**config.mk**
```make
export PLATFORM = sky130hd
export DESIGN_NAME = ale_ram
export DESIGN_NICKNAME = d
export VERILOG_FILES = /design/src/design/ale_ram.sv
export SDC_FILE = /design/constraint.sdc
export NUM_CORES = 2
export LEC_CHECK = 0
export BUFFER_PORTS_ARGS = -buffer_cell sky130_fd_sc_hd__buf_2
export CORE_AREA = 2 2 887 447
export CTS_BUF_LIST = sky130_fd_sc_hd__clkbuf_4
export CTS_CLUSTER_DIAMETER = 100
export DETAILED_ROUTE_END_ITERATION = 10
export DIE_AREA = 0 0 889 449
export GPL_TIMING_DRIVEN = 0
export PLACE_DENSITY = 0.54
export SLEW_MARGIN = 20
export SYNTH_ARGS = -nofsm -noshare
export SYNTH_HDL_FRONTEND = slang
export SYNTH_SLANG_ARGS = --single-unit
```
**constraint.sdc**
```tcl
create_clock -name clk_i -period 4.95 [get_ports clk_i]
set_clock_uncertainty 0.15 [all_clocks]
set_input_delay 0.99 -clock clk_i [delete_from_list [all_inputs] [get_ports clk_i]]
set_output_delay 0.99 -clock clk_i [all_outputs]
set_load 0.05 [all_outputs]
```
**src/design/ale_ram.sv**
```systemverilog
// generic single-write, single-read synchronous ram, registered read port
// no dependencies

module ale_ram #(
  parameter int unsigned WIDTH   = 32,
  parameter int unsigned ENTRIES = 128,
  localparam int unsigned AW     = (ENTRIES > 1) ? $clog2(ENTRIES) : 1
) (
  input  logic             clk_i,
  input  logic             we_i,
  input  logic [AW-1:0]    waddr_i,
  input  logic [WIDTH-1:0] wdata_i,
  input  logic [AW-1:0]    raddr_i,
  output logic [WIDTH-1:0] rdata_o
);

  logic [WIDTH-1:0] mem_q [ENTRIES];

  // write port
  always_ff @(posedge clk_i) begin
    if (we_i) begin
      mem_q[waddr_i] <= wdata_i;
    end
  end

  // registered read port
  always_ff @(posedge clk_i) begin
    rdata_o <= mem_q[raddr_i];
  end

endmodule

```
# Word level (Yosys, flattened, before mapping)
# Memories as Yosys holds them, arrays and structs flattened. A register that Yosys moved wholly into a read port is not among the register bits.
# Index checks and enable logic that the tools add are counted.
[classes] n_mux=2 mul=0 n_addsub=0 n_lt_le_gt_ge=0 reduce_logical=0 n_shift=0 n_div=0 eq_ne=0 bitwise_logic=0
[op_table] cell="2-to-1 mux 1 bit" count=2
[totals] output_inout_bits=32 wordCells=3 ram_bits=4096 latchBits=0 memories=1 register_bits=0 romBits=0
[mem_list] memory="mem_q" words=128 width=32 read_ports=1 rd_ports_with_merged_regs=1 wr=1 line_no="17" rtl="logic [WIDTH-1:0] mem_q [ENTRIES];"

# Depth between registers and ports, before layout
[depth] depth_word=2 depth_mapped=8 ltp_nobuf=4

# Least setup slack after synthesis
# Ideal clock, no wire load.
[synth_path] path_kind="in2reg" from="input port we_i" to="memory mem_q[98][0], enable pin" n_path_buf=1 path_stages=3 path_slack_ns=0.571 t_arrival_ns=3.768 required_time_ns=4.339 path_cell_list="clkbuf_1 -> nand4_1 -> nor3_1"
[synth_via] elab_chain_len=2
[synth_rtl] element="from (decl)" line_no="10" rtl="input logic we_i,"
[synth_rtl] element="2-to-1 mux 1 bit" line_no="21" rtl="if (we_i) begin"
[synth_rtl] element="2-to-1 mux 1 bit (implied by the code)" line_no="22" rtl="mem_q[waddr_i] <= wdata_i;"
[synth_rtl] element="to (decl)" line_no="17"
# No other way between the ends.

# Worst setup path after layout
[layout_path] from="input port waddr_i[2]" to="memory mem_q[53][14], enable pin"
[layout_rtl] element="from (decl)" line_no="11" rtl="input logic [AW-1:0] waddr_i,"
# No word-level cell before the write port.

==> results.py <==
metrics = {
    "timing": {
        "fin_setup_tns_ns": 0,
        "fmax_mhz": 226.3,
        "drv_slew": 0,
        "worstMarginPinSlew_ns": 1.322,
        "setup_ws_ns": 0.5310,
        "relSlewSlack_pct": 11.59,
        "fin_crit_ns": 4.419,
        "rsz0062_at_grt": "no",
        "hold_viol_final": 0,
        "hold_slack_ns": 0.1255,
        "fin_crit_sh_pct": 89.27,
        "finalSetupViolCount": 0,
    },
    "clocking": {
        "cts_buffers": 897,
        "cts_tree": "done",
        "clock_sinks": 4128,
        "cts_buffer_depth": 4,
        "clk_latency_ns": 1.54,
        "clk_pin_slew_ns": 0.08,
        "htree_levels": 6,
        "cts-root-buf": "clkbuf_4",
    },
    "detailed_routing": {
        "viasPerCell": 5.866,
        "drtPass1Iterations": 5,
        "drc": 0,
        "num_vias": 78330,
        "wl_per_cell_um": 36.23,
        "wirelength_um": 483800,
        "drtIter0Drc": 13180,
        "antenna_left": 0,
    },
    "critical_path": {
        "arrival_ns": 5.46,
        "path_class": "input port to flop",
        "crit_chain": "dlygate4sd3_1, clkbuf_1, nor2b_1, nand3_1, clkbuf_2, nor2_4, buf_16, buf_16",
        "crit_path_end_kind": "flop",
        "crit_family": "buffers and inverters",
        "path_common_cell": "buf_16",
        "critPathMaxStageDelay_ns": 0.99,
        "worst-path-buf-inv": 5,
        "cp_slowest_cell": "nand3_1",
        "reg2reg_depth": 4,
        "regToRegSetupSlack_ns": 2.00,
        "worstSetupStartpointType": "input port",
        "cp.required_ns": 5.99,
        "cp_num_cells": 8,
        "crit_fanout": 13,
    },
    "placement": {
        "place_worst_setup_slack_ns": -0.8163,
        "placed_area_um2": 170700,
        "hpwl_um": 335300,
        "numPlacedInstances": 11620,
        "routabilityCongestion": 0.9441,
        "io_buffers": 68,
    },
    "logic_synthesis": {
        "synth_compound_area_share_pct": 0,
        "syn_area_um2": 156300,
        "synthXorXnorAreaFrac_pct": 0,
        "synth_top_area_share_pct": 78.71,
        "synth_top_family_by_area": "multiplexers",
        "avgSynthCellArea_um2": 26.09,
        "synth_area_leaders": "edfxtp_1, mux4_2, clkbuf_1",
        "synth_fa_ha_area_share_pct": 0,
        "synth_top_area_cell": "edfxtp_1",
        "synth.net_count": 6038,
        "synth_seq_area_share_pct": 79.12,
        "synthMuxAreaShare_pct": 19.60,
        "synthCells": 5990,
        "yosys.area_share.simple_pct": 0.4460,
        "ys_types": 17,
        "ys_ff_latch": 4128,
        "synth_warnings": 0,
    },
    "floorplan": {
        "start_util_pct": 39.85,
        "die_y_um": 449,
        "core_um2": 392200,
        "die-width_um": 889,
        "pin_count": 80,
        "die_area_um2": 399200,
        "row_count": 163,
    },
    "run_status": {
        "status": "finished clean",
    },
    "global_route": {
        "antenna_found_initial": 138,
        "grt_pass1_wl_um": 647800,
        "grtUsageTotal_pct": 23.90,
        "first_global_vias": 74910,
        "grt_max_degree": 104,
        "gr-total-overflow": 0,
    },
    "pwr": {
        "worst_ir_drop_vdd_mv": 0.2365,
        "p_switching_mw": 16.76,
        "leakagePower_nw": 56.79,
        "p_sw_share_pct": 23.98,
        "power_frac_seq_pct": 55.2,
        "p_per_area_nw_per_um2": 382.3,
        "clock_power_share_pct": 37.9,
        "p_total_mw": 69.88,
        "p_int_mw": 53.12,
        "pwr-share-comb_pct": 6.8,
    },
    "finish": {
        "fin_area_um2": 182800,
        "fin_util_pct": 46.61,
        "nets": 7327,
        "layout-drive-gt1-share_pct": 43.03,
        "synthToLayoutAreaGrowth_pct": 16.98,
        "final_cells": 13350,
    },
    "run": {
        "maxCapViolCount": 0,
    },
    "min_path": {
        "min_path_cells": 3,
        "min_path_type": "input port to flop",
    },
}
-- flip-flops by register name (all words and copies together) (netlist names) --
signal   cells
mem_q     4096
rdata_o     32
-- synth_stat cells, drive strengths merged --
master and number:
edfxtp 4096, mux4 1344, clkbuf 182, buf 134, nor2 122, dfxtp 32, mux2 32, nand2 14
nand3 12, nor3 9, nor2b 7, nand4 3, nand2b 2, or3 1
-- layer usage --
metal | wire, µm | vias up | global-route usage (%)
met1 | 210300 | 42410 | 37.29
li1 | - | 29790 | -
met2 | 180900 | 5321 | 28.60
met4 | 9037 | 116 | 5.160
met3 | 82540 | 696 | 13.28
met5 | 1066 | - | 0
-- cells in the final DEF, fill, tap and decap left out, types with 10 or more instances in the layout --
| master | count |
|---|---|
| mux2_2 | 32 |
| buf_16 | 155 |
| buf_2 | 125 |
| nor2_4 | 119 |
| clkbuf_2 | 54 |
| edfxtp_1 | 4096 |
| buf_4 | 39 |
| nand3_1 | 10 |
| buf_6 | 40 |
| inv_2 | 14 |
| nand2_1 | 14 |
| buf_12 | 81 |
| dlygate4sd3_1 | 38 |
| clkbuf_4 | 1375 |
| diode_2 | 123 |
| clkinv_1 | 157 |
| buf_1 | 33 |
| clkbuf_1 | 133 |
| mux4_2 | 1344 |
| dfxtp_1 | 32 |
-- cell families after synthesis --
| family | Yosys count |
|---|---|
| multiplexers | 1376 |
| AND/OR/NAND/NOR | 170 |
| flip-flops | 4128 |
| buffers and inverters | 316 |
-- power groups by stage --
| stage | Combinational [mW] | Sequential (mW) | Clock [mW] |
|---|---|---|---|
| after floorplan | 1.86 | 39.6 | 0 |
| after global placement | 4.34 | 39.5 | 0 |
| after detailed placement | 4.62 | 39.4 | 0 |
| after CTS | 4.66 | 38.6 | 26.9 |
| after global routing | 4.91 | 38.6 | 28.6 |
| final | 4.79 | 38.6 | 26.5 |
-- area by class of cell --
class | count | area (µm²)
Antenna cell | 123 | 307.8
Timing Repair Buffer | 390 | 7237
Multi-Input combinational cell | 1546 | 32270
Fill cell | 32030 | 209400
Tap cell | 5280 | 6606
Buffer | 316 | 1399
Clock inverter | 197 | 1042
Clock buffer | 1373 | 10310
Sequential cell | 4128 | 123600
-- worst reg2reg max path, stage by stage, from the launching register on --
cell and delay [ns]:
edfxtp_1 0.38, mux4_2 0.54, mux4_2 0.71, mux4_2 0.65, mux2_2 0.37
-- timing repair --
item                                     CTS  global route
resized for setup                          0             0
hold buffers                              38             0
hold endpoints to repair                2607             0
setup buffers                              0             0
endpoints found under the setup margin     0             0
-- final timing paths --
kind | startpoint | end
hold / removal | we_i | mem_q[119][29]
setup reg to reg | mem_q[45][20] | rdata_o[20]
setup / recovery | waddr_i[2] | mem_q[53][14]
hold reg to reg | mem_q[69][17] | rdata_o[17]
Note: power is estimated with default switching activity, not from simulation.
