[src/design/ale_pkg.sv]
// shared constants, codes and types of the array list engine
// no dependencies; compiled before every other file of the block

package ale_pkg;

  // storage geometry
  localparam int unsigned DEPTH      = 128;
  localparam int unsigned DATA_WIDTH = 32;
  localparam int unsigned IDX_W      = (DEPTH > 1) ? $clog2(DEPTH) : 1;
  localparam int unsigned CNT_W      = $clog2(DEPTH + 1);

  // fixed field widths of the channels
  localparam int unsigned OP_W    = 3;
  localparam int unsigned POS_W   = 7;
  localparam int unsigned VAL_W   = 32;
  localparam int unsigned STAT_W  = 2;
  localparam int unsigned COUNT_W = 8;

  // width for comparing a position against the fill count
  localparam int unsigned CMP_W = (CNT_W > POS_W) ? CNT_W : POS_W;

  typedef enum logic [OP_W-1:0] {
    OP_APPEND = 3'd0,
    OP_REMOVE = 3'd1,
    OP_UPDATE = 3'd2,
    OP_SEARCH = 3'd3,
    OP_READ   = 3'd4
  } opcode_e;

  typedef enum logic [STAT_W-1:0] {
    ST_OK        = 2'd0,
    ST_FULL      = 2'd1,
    ST_BAD_INDEX = 2'd2,
    ST_NOT_FOUND = 2'd3
  } status_e;

  // one result item
  typedef struct packed {
    status_e                    status;
    logic [POS_W-1:0]           found_index;
    logic signed [VAL_W-1:0]    read_value;
    logic [COUNT_W-1:0]         count;
    logic                       is_empty;
    logic                       is_full;
  } res_t;

  // memory access request from the sequencer
  typedef struct packed {
    logic                  we;
    logic [IDX_W-1:0]      waddr;
    logic [DATA_WIDTH-1:0] wdata;
    logic [IDX_W-1:0]      raddr;
  } ram_req_t;

endpackage

[src/design/ale_if.sv]
// valid/ready channel interfaces for list commands and list results
// depends on ale_pkg for the field widths

interface ale_in_if import ale_pkg::*; ();
  logic                    valid;
  logic                    ready;
  logic [OP_W-1:0]         opcode;
  logic [POS_W-1:0]        position;
  logic signed [VAL_W-1:0] value;

  modport source (output valid, opcode, position, value, input ready);
  modport sink   (input valid, opcode, position, value, output ready);
endinterface


[src/design/ale_seq.sv]
// command sequencer: fill count, read-modify-write over the entry ram
// depends on ale_pkg and ale_if; drives the ram through ram_req_t

module ale_seq import ale_pkg::*; (
  input  logic                  clk_i,
  input  logic                  rst_ni,
  ale_in_if.sink                in_i,
  output res_t                  res_o,
  output logic                  res_valid_o,
  input  logic                  res_ready_i,
  output ram_req_t              ram_o,
  input  logic [DATA_WIDTH-1:0] ram_rdata_i
);

  typedef enum logic [4:0] {
    S_IDLE   = 5'b00001,
    S_READ   = 5'b00010,
    S_SHIFT  = 5'b00100,
    S_SEARCH = 5'b01000,
    S_RESP   = 5'b10000
  } state_e;

  state_e                state_q, state_d;
  logic [CNT_W-1:0]      count_q, count_d;
  logic [IDX_W-1:0]      idx_q, idx_d;
  logic [DATA_WIDTH-1:0] key_q, key_d;
  status_e               status_q, status_d;
  logic [IDX_W-1:0]      found_q, found_d;
  logic [DATA_WIDTH-1:0] rd_q, rd_d;

  logic [CMP_W-1:0]      pos_w, cnt_w;
  logic                  in_range;
  logic [IDX_W-1:0]      addr;
  logic [DATA_WIDTH-1:0] data;
  logic [CNT_W-1:0]      next_idx;
  logic                  more;

  // decoded command fields
  assign pos_w    = CMP_W'(in_i.position);
  assign cnt_w    = CMP_W'(count_q);
  assign in_range = pos_w < cnt_w;
  assign addr     = IDX_W'(in_i.position);
  assign data     = DATA_WIDTH'(in_i.value);

  // scan progress: is there an entry after the current index
  assign next_idx = CNT_W'(idx_q) + CNT_W'(1);
  assign more     = next_idx < count_q;

  assign in_i.ready  = (state_q == S_IDLE);
  assign res_valid_o = (state_q == S_RESP);

  // sequencer next state and memory requests
  always_comb begin
    state_d  = state_q;
    count_d  = count_q;
    idx_d    = idx_q;
    key_d    = key_q;
    status_d = status_q;
    found_d  = found_q;
    rd_d     = rd_q;
    ram_o    = '0;

    unique case (state_q)
      S_IDLE: begin
        if (in_i.valid) begin
          key_d    = data;
          status_d = ST_OK;
          found_d  = '0;
          rd_d     = '0;
          state_d  = S_RESP;
          case (in_i.opcode)
            OP_APPEND: begin
              if (count_q == CNT_W'(DEPTH)) begin
                status_d = ST_FULL;
              end else begin
                ram_o.we    = 1'b1;
                ram_o.waddr = count_q[IDX_W-1:0];
                ram_o.wdata = data;
                count_d     = count_q + CNT_W'(1);
              end
            end
            OP_REMOVE: begin
              if (!in_range) begin
                status_d = ST_BAD_INDEX;
              end else if (pos_w + CMP_W'(1) == cnt_w) begin
                count_d = count_q - CNT_W'(1);
              end else begin
                ram_o.raddr = addr + IDX_W'(1);
                idx_d       = addr + IDX_W'(1);
                state_d     = S_SHIFT;
              end
            end
            OP_UPDATE: begin
              if (!in_range) begin
                status_d = ST_BAD_INDEX;
              end else begin
                ram_o.we    = 1'b1;
                ram_o.waddr = addr;
                ram_o.wdata = data;
              end
            end
            OP_SEARCH: begin
              if (count_q == '0) begin
                status_d = ST_NOT_FOUND;
              end else begin
                ram_o.raddr = '0;
                idx_d       = '0;
                state_d     = S_SEARCH;
              end
            end
            OP_READ: begin
              if (!in_range) begin
                status_d = ST_BAD_INDEX;
              end else begin
                ram_o.raddr = addr;
                state_d     = S_READ;
              end
            end
            default: begin
              // unused opcode: no change, plain ok result
            end
          endcase
        end
      end
      S_READ: begin
        rd_d    = ram_rdata_i;
        state_d = S_RESP;
      end
      S_SHIFT: begin
        // move the entry read last cycle one place down, fetch the next
        ram_o.we    = 1'b1;
        ram_o.waddr = idx_q - IDX_W'(1);
        ram_o.wdata = ram_rdata_i;
        if (more) begin
          ram_o.raddr = idx_q + IDX_W'(1);
          idx_d       = idx_q + IDX_W'(1);
        end else begin
          count_d = count_q - CNT_W'(1);
          state_d = S_RESP;
        end
      end
      S_SEARCH: begin
        if (ram_rdata_i == key_q) begin
          found_d = idx_q;
          state_d = S_RESP;
        end else if (more) begin
          ram_o.raddr = idx_q + IDX_W'(1);
          idx_d       = idx_q + IDX_W'(1);
        end else begin
          status_d = ST_NOT_FOUND;
          state_d  = S_RESP;
        end
      end
      S_RESP: begin
        if (res_ready_i) begin
          state_d = S_IDLE;
        end
      end
      default: begin
        state_d = S_IDLE;
      end
    endcase
  end

  // control registers
  always_ff @(posedge clk_i or negedge rst_ni) begin
    if (!rst_ni) begin
      state_q <= S_IDLE;
      count_q <= '0;
    end else begin
      state_q <= state_d;
      count_q <= count_d;
    end
  end

  // working and result registers
  always_ff @(posedge clk_i) begin
    idx_q    <= idx_d;
    key_q    <= key_d;
    status_q <= status_d;
    found_q  <= found_d;
    rd_q     <= rd_d;
  end

  // result item as seen after the operation
  always_comb begin
    res_o.status      = status_q;
    res_o.found_index = POS_W'(found_q);
    res_o.read_value  = VAL_W'(signed'(rd_q));
    res_o.count       = COUNT_W'(count_q);
    res_o.is_empty    = (count_q == '0);
    res_o.is_full     = (count_q == CNT_W'(DEPTH));
  end

endmodule

[src/flat_wrapper.sv]
// flat-port wrapper written by rule: the top's interface ports become plain ports
module ale_seq_flat import ale_pkg::*;
  (clk_i, rst_ni, res_o, res_valid_o, res_ready_i, ram_o, ram_rdata_i, in_i_valid, in_i_opcode, in_i_position, in_i_value, in_i_ready);
  ale_in_if in_i_i ();
  input  logic clk_i;
  input  logic rst_ni;
  output res_t res_o;
  output logic res_valid_o;
  input  logic res_ready_i;
  output ram_req_t ram_o;
  input  logic [DATA_WIDTH-1:0] ram_rdata_i;
  input wire logic [$bits(in_i_i.valid)-1:0] in_i_valid;
  input wire logic [$bits(in_i_i.opcode)-1:0] in_i_opcode;
  input wire logic [$bits(in_i_i.position)-1:0] in_i_position;
  input wire logic [$bits(in_i_i.value)-1:0] in_i_value;
  output wire logic [$bits(in_i_i.ready)-1:0] in_i_ready;
  assign in_i_i.valid = in_i_valid;
  assign in_i_i.opcode = in_i_opcode;
  assign in_i_i.position = in_i_position;
  assign in_i_i.value = in_i_value;
  assign in_i_ready = in_i_i.ready;
  ale_seq u_core (.clk_i(clk_i), .rst_ni(rst_ni), .in_i(in_i_i), .res_o(res_o), .res_valid_o(res_valid_o), .res_ready_i(res_ready_i), .ram_o(ram_o), .ram_rdata_i(ram_rdata_i));
endmodule
[config.mk]
export PLATFORM = sky130hd
export DESIGN_NAME = ale_seq_flat
export DESIGN_NICKNAME = d
export VERILOG_FILES = /design/src/design/ale_pkg.sv /design/src/design/ale_if.sv /design/src/design/ale_seq.sv /design/src/flat_wrapper.sv
export SDC_FILE = /design/constraint.sdc
export NUM_CORES = 1
export LEC_CHECK = 0
export BUFFER_PORTS_ARGS = -buffer_cell sky130_fd_sc_hd__buf_2
export CAP_MARGIN = 5
export CORE_MARGIN = 5
export CORE_UTILIZATION = 30
export DETAILED_ROUTE_END_ITERATION = 12
export PLACE_DENSITY = 0.48
export SLEW_MARGIN = 20
export SYNTH_ARGS = -nofsm -noshare
export SYNTH_HDL_FRONTEND = slang
export SYNTH_SLANG_ARGS = --single-unit
[constraint.sdc]
create_clock -name clk_i -period 9.7 [get_ports clk_i]
set_clock_uncertainty 0.2 [all_clocks]
set_input_delay 0.485 -clock clk_i [delete_from_list [all_inputs] [get_ports clk_i]]
set_output_delay 0.485 -clock clk_i [all_outputs]
set_load 0.05 [all_outputs]
# After elaboration in Yosys (flattened, before gate mapping)
# Index checks and enable logic that the tools add are counted.
[classes] addsub=7 mul=0 div_mod_pow=0 order_cmp=2 eq_ne=25 shifts=0 n_mux=50 bitwise_logic=0 n_reduce_logical=14
[ops] cell="$pmux W40 S2" n=2
[ops] cell="$mux W7" n=13
[ops] cell="$mux W40" n=2
[ops] cell="$pmux W32 S2" n=1
[ops] cell="$mux W47" n=1
[ops] cell="$pmux W7 S2" n=3
[ops] cell="$pmux W7 S3" n=2
[ops] cell="$mux W5" n=8
[ops] cell="$mux W8" n=5
[ops] cell="$eq A32 B32 Y1" n=1
[ops] cell="$mux W32" n=1
[ops] cell="$pmux W8 S2" n=2
[ops] cell="$pmux W5 S5" n=1
[ops] cell="$add A7 B1 Y8 const B" n=2
[ops] cell="$pmux W5 S3" n=1
[ops] cell="$add A7 B1 Y7 const B" n=2
[ops] cell="$reduce_and A7 Y1" n=2
[ops] cell="$mux W2" n=5
[ops] cell="$ne A3 B3 Y1 const B" n=3
[ops] cell="$add A8 B1 Y8 const B" n=1
[ops] cell="$eq A8 B8 Y1" n=1
[ops] cell="$eq A8 B8 Y1 const B" n=1
[ops] cell="$logic_not A8 Y1" n=1
[ops] cell="$lt A7 B8 Y1" n=1
[ops] cell="25 further kinds" n=36
[totals] register_bits=93 latchBits=0 ram_bits=0 rom_bits=0 wordCells=105 mem_count=0

# Depth between registers and ports, before layout
# Gate-level depths: netlist (run 1).
[depth] ltp_word=7 mapped_depth=12

# Worst setup path before layout (run 1)
# OpenSTA, ideal clock, no wires.
[synth_path] path_kind="register to output" start="reg u_core.count_q[6] (netlist: u_core.cnt_w[6])" end="out ram_o[6] (netlist bit)" arrival_time_ns=3.260 required_ns=9.015 path_slack_ns=5.755 stages_incl_launch_ff=10 n_path_buf=1 path_cell_list="dfrtp_1 -> buf_2 -> inv_1 -> ha_1 -> a21oi_1 -> a31oi_1 -> or2_2 -> nor3_1 -> o21ai_1 -> o211ai_1"
[synth_rtl] element="start, declared" line_no="ale_seq.sv:24" rtl="logic [CNT_W-1:0] count_q, count_d;"
[synth_rtl] element="start signal, assigned" line_no="ale_seq.sv:172" rtl="count_q <= count_d;"
[synth_rtl] element="end, declared" line_no="flat_wrapper.sv:10" rtl="output ram_req_t ram_o;"

==> results_dict.tcl, run 1 <==
set metrics [dict create \
    status "finished clean" \
    num_rows 52 \
    io_pins 178 \
    syn2layout_area_growth_pct 23.6 \
    drive_above_1_share 0.300 \
    fin_setup_tns_ns 0 \
    grt_pass1_vias 5430 \
    p_clk_frac 0.216 \
    power.internal_w 0.000905 \
    start_util 0.302 \
    synth_top_area_cell "edfxtp_1" \
    hold_path_class "primary input to flop" \
    die_w_um 152 \
    io_buffers 177 \
    grt_setup_unrepaired "no" \
    synth_ff_type "edfxtp_1" \
    clockRootBuffer "clkbuf_16" \
    clk_pin_slew_worst_paths_ns 0.08 \
    setup_violations 0 \
    finalNonFillerCells 1006 \
    synth_top_area_frac 0.397 \
    nFillCells 2057 \
    ys_async_sr_fraction 0.140 \
    hold_depth 1 \
    reg2reg_slack_ns 5.73 \
    startpoint "u_core.cnt_w[2]" \
    cts_tree "done" \
    r2r_end "u_core.idx_q[3]" \
    synth-compound-area-share 0.180 \
    holdWs_ns 0.128 \
    drt_iter0_drc 367 \
    dr.pass1.iters 5 \
    r2r_cells 11 \
    synth_common_cells "80 x edfxtp_1, 44 x xnor2_1, 37 x and2_1" \
    synthSimpleGateAreaFrac 0.195 \
    wl_per_cell_um 20.3 \
    peakVddDrop_mv 0.0987 \
    power.switching_w 0.000702 \
    drcViolationCount 0 \
    place_ws_ns 5.52 \
    crit_required_ns 9.02 \
    worstPathArrival_ns 3.86 \
    syn_avg_cell_area_um2 10.6 \
    layout_setup_ws_ns 5.15 \
    diodes 0 \
    cap_violations 0 \
    grt_max_degree 46 \
    grt_overflow_total 0 \
    yosysMostFrequentCell "edfxtp_1" \
    syn_nets 669 \
    die-area_um2 23100 \
    synth_xor_area_frac 0.0767 \
    swShare 0.437 \
    dieHeight_um 152 \
    pwr-share-comb 0.412 \
    fmaxAchievable_ghz 0.220 \
    leakagePower_nw 3.04 \
    hold_violations 0 \
    critPathLaunchType "flop" \
    synthMuxAreaShare 0.0151 \
    finalCritPeriodShare 0.469 \
    synth_top_family_by_area "simple AND/OR/NAND/NOR gates" \
    vias 5347 \
    hpwlAfterDp_um 15600 \
    synthCells 571 \
    antenna_found_initial 0 \
    wirelength_um 20400 \
    cts_sinks 93 \
    r2r-start "u_core.idx_q[0]" \
    syn_area_um2 6050 \
    synth_edf_count 80 \
    routed_via_density 5.32 \
    cp_max_fo 13 \
    clock_latency_ns 0.35 \
    gp_congestion 0.864 \
    dp_cells 988 \
    powerDensity_nw_per_um2 215 \
    ys_ff_latch 93 \
    yosysSeqAreaShare 0.451 \
    min_from "in_i_value[22]" \
    synth_area_leaders "edfxtp_1 40%, xnor2_1 6.4%, dfrtp_1 5.0%, a22o_1 4.8%, ha_1 4.1%" \
    synthAdderAreaFrac 0.0413 \
    cts_buffers 9 \
    critPathKind "flop to output pin" \
    yosysWarnings 0 \
    h-tree-depth 3 \
    cts_setup_buffers 0 \
    finalCoreUtilization 0.373 \
    cts_resized 0 \
    slew_headroom 0.284 \
    ys_types 70 \
    tightest_slew_ns 1.07 \
    nNetsFinal 829 \
    end_kind "output pin" \
    core-area_um2 20000 \
    postRouteAntennaNets 0 \
    slew_violations 0 \
    min_period_ns 4.55 \
    grt_pass1_wl_um 32100 \
    seq_power_share 0.373 \
    cts.path.max_buffers 2 \
    grt.total_usage 0.173 \
    cp-endpoint "ram_o[34]" \
]
[sequential cells by signal, indices dropped and copies added, names as in the netlist]
register,count
u_core.rd_q,32
u_core.idx_q,7
u_core.key_q,32
u_core.found_q,7
u_core.status_q,2
u_core.state_q,5
u_core.cnt_w,8
[stage by stage]
| stage | total power (W) | area (um^2) |
|---|---|---|
| global route | 0.00169 | 7480 |
| detailed placement | 0.00127 | 7150 |
| CTS | 0.00162 | 7450 |
| global placement | 0.00127 | 7150 |
| floorplan | 0.00109 | 6050 |
| finish | 0.00161 | 7480 |
[area by class of cell]
class | count | area (um^2) | share of cell area
clock inverters | 7 | 67.6 | 0.00903
repair buffers | 185 | 968 | 0.129
flip-flops and latches | 93 | 2730 | 0.365
clock buffers | 9 | 225 | 0.0301
multi-input cells | 424 | 3090 | 0.413
well taps | 270 | 338 | 0.0452
inverters | 18 | 67.6 | 0.00903
[power groups by stage]
| stage | sequential [W] | clock [W] | combinational, W |
|---|---|---|---|
| floorplan | 0.000784 | 0 | 0.000305 |
| global placement | 0.000607 | 0 | 0.000661 |
| detailed placement | 0.000608 | 0 | 0.000663 |
| CTS | 0.000599 | 0.000359 | 0.000666 |
| global route | 0.000608 | 0.000377 | 0.000707 |
| finish | 0.000599 | 0.000347 | 0.000662 |
[cells in the final DEF (no fill, tap or decap), drive strengths merged, types with 14 or more instances in the layout]
cell	instances
o211ai	18
buf	184
nand2	35
nor3	16
edfxtp	80
xnor2	44
a22o	33
inv	21
nand3	23
o21ai	14
nor4	14
nor2	30
ha	20
and2	37
[kinds of logic (layout without fill, tap and decap cells)]
| family | after synthesis | after routing |
|---|---|---|
| and+or+nand+nor | 205 | 205 |
| AOI/OAI and AO/OA | 137 | 137 |
| DFF | 93 | 93 |
| buffers and inverters | 54 | 219 |
| xor gates and xnor gates | 53 | 53 |
| adders and majority gates | 20 | 20 |
| muxes | 9 | 9 |
[worst max-delay path, cell delays in order, from the launching register on]
cell      delay (ns)
dfrtp_1         0.61
inv_1           0.26
ha_1            0.35
a21oi_1         0.28
a211oi_1        0.16
nor2_1          0.34
and3_1          0.42
o21a_1          0.58
a22o_1          0.25
buf_2           0.26
[worst min-delay path by stage]
stage                       endpoint  slack [ns]
CTS                 u_core.key_q[22]        0.12
detailed placement   u_core.cnt_w[4]        0.21
global route         u_core.key_q[9]        0.11
finish              u_core.key_q[22]        0.13
global placement     u_core.cnt_w[4]        0.21
floorplan            u_core.cnt_w[0]       -0.01
[metal layers]
metal / up-vias / global-route usage / wire [um]
li1: 2494 / - / -
met1: 2617 / 0.238 / 9560
met2: 212 / 0.276 / 9210
met3: 24 / 0.0350 / 1260
met4: 0 / 0.0518 / 384
met5: - / 0 / 0
[repair_timing]
item	in CTS	in global routing
hold endpoints to repair	12	0
setup endpoints to repair	0	0
hold buffers	1	0
Power figures use the tool's default switching activity.
==> run 2, diff against run 1 <==
clock period = 4.76 ns   (was 9.7 ns; I/O delays follow)
==> results_dict.tcl, run 2 (same netlist as run 1, synthesis figures left out) <==
set metrics [dict create \
    slew_violations 0 \
    drive_above_1_share 0.289 \
    hold_path_class "primary input to flop" \
    dpl_cell_area_um2 7200 \
    h-tree-depth 3 \
    leakagePower_nw 3.23 \
    clock_latency_ns 0.36 \
    num_rows 52 \
    pwr-share-comb 0.418 \
    power.switching_w 0.00145 \
    swShare 0.436 \
    syn2layout_area_growth_pct 30.8 \
    cts_setup_buffers 0 \
    r2r_cells 11 \
    reg2reg_slack_ns 1.20 \
    clk_pin_slew_worst_paths_ns 0.08 \
    diodes 0 \
    nNetsFinal 875 \
    status "finished clean" \
    power.internal_w 0.00188 \
    end_kind "output pin" \
    die_w_um 152 \
    wirelength_um 20800 \
    min_period_ns 4.39 \
    finalCritPeriodShare 0.923 \
    die-area_um2 23100 \
    p_clk_frac 0.218 \
    cp_max_fo 13 \
    hold_violations 0 \
    slew_headroom 0.374 \
    grt.met2_usage 0.283 \
    antenna_found_initial 0 \
    startpoint "u_core.cnt_w[2]" \
    cts_sinks 93 \
    grtUsageMet1 0.239 \
    fin_setup_tns_ns 0 \
    fmaxAchievable_ghz 0.228 \
    gp_congestion 0.905 \
    cts_resized 0 \
    grt.total_usage 0.178 \
    worstPathArrival_ns 3.95 \
    cts.path.max_buffers 2 \
    powerDensity_nw_per_um2 421 \
    routed_via_density 5.27 \
    clockRootBuffer "clkbuf_16" \
    hpwlAfterDp_um 15600 \
    cts_buffers 9 \
    place_ws_ns 0.763 \
    critPathLaunchType "flop" \
    vias 5543 \
    critPathKind "flop to output pin" \
    peakVddDrop_mv 0.211 \
    grt_pass1_vias 5592 \
    dr.pass1.iters 5 \
    dieHeight_um 152 \
    tightest_slew_ns 0.939 \
    use_met3 0.0392 \
    wl_per_cell_um 19.7 \
    grt_setup_unrepaired "no" \
    r2r_end "u_core.cnt_w[0]" \
    final_common_cell "buf_2" \
    cts_tree "done" \
    io_buffers 177 \
    core-area_um2 20000 \
    drcViolationCount 0 \
    cap_violations 0 \
    final_cell_mix "177 x buf_2, 80 x edfxtp_1, 44 x xnor2_1" \
    layout_setup_ws_ns 0.367 \
    postRouteAntennaNets 0 \
    fin_area_um2 7920 \
    hold_depth 2 \
    grt_pass1_wl_um 32900 \
    seq_power_share 0.364 \
    r2r-start "u_core.idx_q[0]" \
    drt_iter0_drc 355 \
    cp-endpoint "ram_o[34]" \
    crit_required_ns 4.32 \
    start_util 0.302 \
    busiest_layer "met2" \
    grt_overflow_total 0 \
    grt_max_degree 34 \
    setup_violations 0 \
    io_pins 178 \
]
==> run 2: cell types whose count changed in the layout (fill, tap and decap cells not counted), sizes merged <==
cell and change:
clkinv -2, dlygate4sd3 +41, inv +2, buf +5
==> run 2: per-layer routing <==
| layer | up-vias | wire (um) |
|---|---|---|
| li1 | 2586 | - |
| met1 | 2681 | 9230 |
| met2 | 250 | 9620 |
| met3 | 26 | 1410 |
| met4 | 0 | 488 |
| met5 | - | 0 |
==> run 2: worst min-delay path by stage <==
stage / start / end / slack [ns]
after floorplan: rst_ni / u_core.cnt_w[0] / -0.26
after global placement: rst_ni / u_core.cnt_w[6] / -0.04
after detailed placement: rst_ni / u_core.cnt_w[6] / -0.04
after CTS: ram_rdata_i[11] / u_core.rd_q[11] / 0.00008
after global routing: ram_rdata_i[11] / u_core.rd_q[11] / 0.004
final: ram_rdata_i[9] / u_core.rd_q[9] / 0.009
==> run 2: cell type report <==
cell class / count / area, um^2
Clock buffer: 9 / 225
Clock inverter: 7 / 73.8
Fill cell: 2012 / 12100
Inverter: 18 / 67.6
Multi-Input combinational cell: 424 / 3090
Sequential cell: 93 / 2730
Tap cell: 270 / 338
Timing Repair Buffer: 231 / 1400
==> run 2: through the flow <==
stage / cells / power (W) / hold slack [ns] / util
CTS: 1052 / 0.00337 / 0.0000810 / 0.395
finish: 1052 / 0.00333 / 0.00910 / 0.395
global placement: 994 / 0.00259 / -0.0429 / 0.359
detailed placement: 994 / 0.00260 / -0.0414 / 0.359
global route: 1052 / 0.00351 / 0.00406 / 0.395
floorplan: 571 / 0.00222 / -0.258 / -
==> run 2: power by group through the flow <==
stage	Sequential, W	Clock [W]	Combinational [W]
global placement	0.00123	0	0.00136
CTS	0.00121	0.000753	0.00140
finish	0.00121	0.000726	0.00139
detailed placement	0.00123	0	0.00136
global route	0.00123	0.000790	0.00148
floorplan	0.00160	0	0.000621
==> run 2: critical path, cell delays in order (launching register included) <==
cell	delay [ns]
dfrtp_1	0.65
inv_1	0.27
ha_1	0.35
a21oi_1	0.30
a211oi_1	0.17
nor2_1	0.32
and3_1	0.42
o21a_1	0.62
a22o_1	0.24
buf_2	0.26
==> run 2: what timing repair did <==
action,4_1_cts,5_1_grt
hold buffers,42,0
setup endpoints to repair,0,0
endpoints found under the hold margin,54,0
==> run 3, diff against run 2 <==
CTS_BUF_LIST = sky130_fd_sc_hd__clkbuf_2 sky130_fd_sc_hd__clkbuf_4 sky130_fd_sc_hd__clkbuf_8   (was unset)
==> results_dict.tcl, run 3 (same netlist as run 1, synthesis figures left out) <==
set metrics [dict create \
    antenna_found_initial 0 \
    fmaxAchievable_ghz 0.225 \
    r2r-start "u_core.idx_q[0]" \
    pwr-share-comb 0.445 \
    routed_via_density 5.26 \
    power.internal_w 0.00172 \
    slew_violations 0 \
    cp_top_family "compound AO/OA/AOI/OAI gates" \
    die-area_um2 23100 \
    place_ws_ns 0.763 \
    drive_above_1_share 0.281 \
    grt_pass1_vias 5725 \
    crit_cells 9 \
    clk_pin_slew_worst_paths_ns 0.10 \
    wirelength_um 21100 \
    syn2layout_area_growth_pct 32.9 \
    grt_max_degree 34 \
    slew_headroom 0.387 \
    hold_path_class "primary input to flop" \
    num_rows 52 \
    cts_buffers 9 \
    end_kind "output pin" \
    path_buf_inv 2 \
    critPathKind "flop to output pin" \
    dieHeight_um 152 \
    grt_overflow_total 0 \
    cts_sinks 93 \
    cts_setup_buffers 0 \
    critPathLaunchType "flop" \
    worstPathArrival_ns 4.00 \
    finalCritPeriodShare 0.932 \
    final_cell_mix "177 x buf_2, 80 x edfxtp_1, 65 x dlygate4sd3_1" \
    reg2reg_slack_ns 1.17 \
    clock_latency_ns 0.39 \
    leakagePower_nw 3.28 \
    cp_cell_sequence "inv_1 -> ha_1 -> a21oi_1 -> a211oi_1 -> nor2_1 -> and3_1 -> o21a_1 -> a22o_1 -> buf_2" \
    r2r_end "u_core.cnt_w[0]" \
    start_util 0.302 \
    io_buffers 177 \
    drcViolationCount 0 \
    die_w_um 152 \
    tightest_slew_ns 0.920 \
    layout_setup_ws_ns 0.325 \
    vias 5659 \
    swShare 0.455 \
    power.switching_w 0.00144 \
    hold_violations 0 \
    powerDensity_nw_per_um2 393 \
    grt.total_usage 0.180 \
    peakVddDrop_mv 0.212 \
    core-area_um2 20000 \
    worst_path_max_delay_cell "dfrtp_1" \
    seq_power_share 0.383 \
    grt_setup_unrepaired "no" \
    cp-endpoint "ram_o[22]" \
    diodes 0 \
    crit_required_ns 4.32 \
    min_period_ns 4.44 \
    nNetsFinal 898 \
    grt_pass1_wl_um 33500 \
    startpoint "u_core.cnt_w[2]" \
    h-tree-depth 3 \
    cts.path.max_buffers 2 \
    cp_max_fo 13 \
    drt_iter0_drc 414 \
    cts_tree "done" \
    setup_violations 0 \
    p_clk_frac 0.172 \
    wl_per_cell_um 19.6 \
    io_pins 178 \
    slowest_delay_ns 0.66 \
    hpwlAfterDp_um 15600 \
    cap_violations 0 \
    postRouteAntennaNets 0 \
    final_common_cell "buf_2" \
    gp_congestion 0.905 \
    dr.pass1.iters 6 \
    clockRootBuffer "clkbuf_8" \
    status "finished clean" \
    r2r_cells 11 \
    finalCoreUtilization 0.401 \
    fin_setup_tns_ns 0 \
]
[run 3: cell types whose count changed in the layout (fill, tap and decap cells not counted)]
cell,before,now
clkbuf_16,9,0
clkbuf_8,0,9
dlygate4sd3_1,42,65
[run 3: per-layer routing]
metal,global-route usage,share of wire,up-vias
met2,0.288,0.46,275
met3,0.0387,0.067,30
met5,0,0,-
met1,0.243,0.45,2724
li1,-,-,2630
met4,0.0629,0.026,0
[run 3: cell type report]
type / count / area [um^2]
well taps: 270 / 338
multi-input cells: 424 / 3090
repair buffers: 254 / 1630
inverters: 18 / 67.6
flip-flops and latches: 93 / 2730
clock inverters: 7 / 73.8
fillers: 1999 / 12000
clock buffers: 9 / 124
[run 3: what timing repair did]
| action | 4_1_cts | 5_1_grt |
|---|---|---|
| gates resized for setup | 0 | 0 |
| hold buffers | 65 | 0 |
| hold endpoints to repair | 77 | 0 |
[run 3: how the worst min path moves through the flow]
stage / start / endpoint / slack, ns / cells after the start
after floorplan: rst_ni / u_core.cnt_w[0] / -0.26 / 0
after global placement: rst_ni / u_core.cnt_w[6] / -0.04 / 1
after detailed placement: rst_ni / u_core.cnt_w[6] / -0.04 / 1
after CTS: ram_rdata_i[16] / u_core.rd_q[16] / 0.01 / 2
after global routing: ram_rdata_i[16] / u_core.rd_q[16] / 0.02 / 2
final: ram_rdata_i[16] / u_core.rd_q[16] / 0.04 / 2
[run 3: power groups by stage]
| stage | sequential (W) | combinational (W) | clock [W] |
|---|---|---|---|
| after global placement | 0.00123 | 0.00136 | 0 |
| after CTS | 0.00121 | 0.00141 | 0.000570 |
| after global routing | 0.00123 | 0.00150 | 0.000601 |
| final | 0.00121 | 0.00141 | 0.000544 |
| after detailed placement | 0.00123 | 0.00136 | 0 |
| after floorplan | 0.00160 | 0.000621 | 0 |
[run 3: per-stage QoR]
stage          cells  cell area (um^2)  hold WS (ns)  total power, W
3_3_place_gp     994              7200       -0.0429         0.00259
3_5_place_dp     994              7200       -0.0414         0.00260
6_report        1075              8050        0.0409         0.00316
5_1_grt         1075              8050        0.0192         0.00333
2_1_floorplan    571              6050        -0.258         0.00222
4_1_cts         1075              8050        0.0114         0.00320
[run 3: worst reg2reg max path, stage by stage, from the launching register on]
cell	delay [ns]
edfxtp_1	0.57
ha_1	0.26
nand3_1	0.13
nor2_1	0.15
xor2_1	0.37
ha_1	0.34
and4_1	0.21
a21o_1	0.19
o31a_2	0.38
nor2_8	0.28
nor4_1	0.11
a2111oi_2	0.29
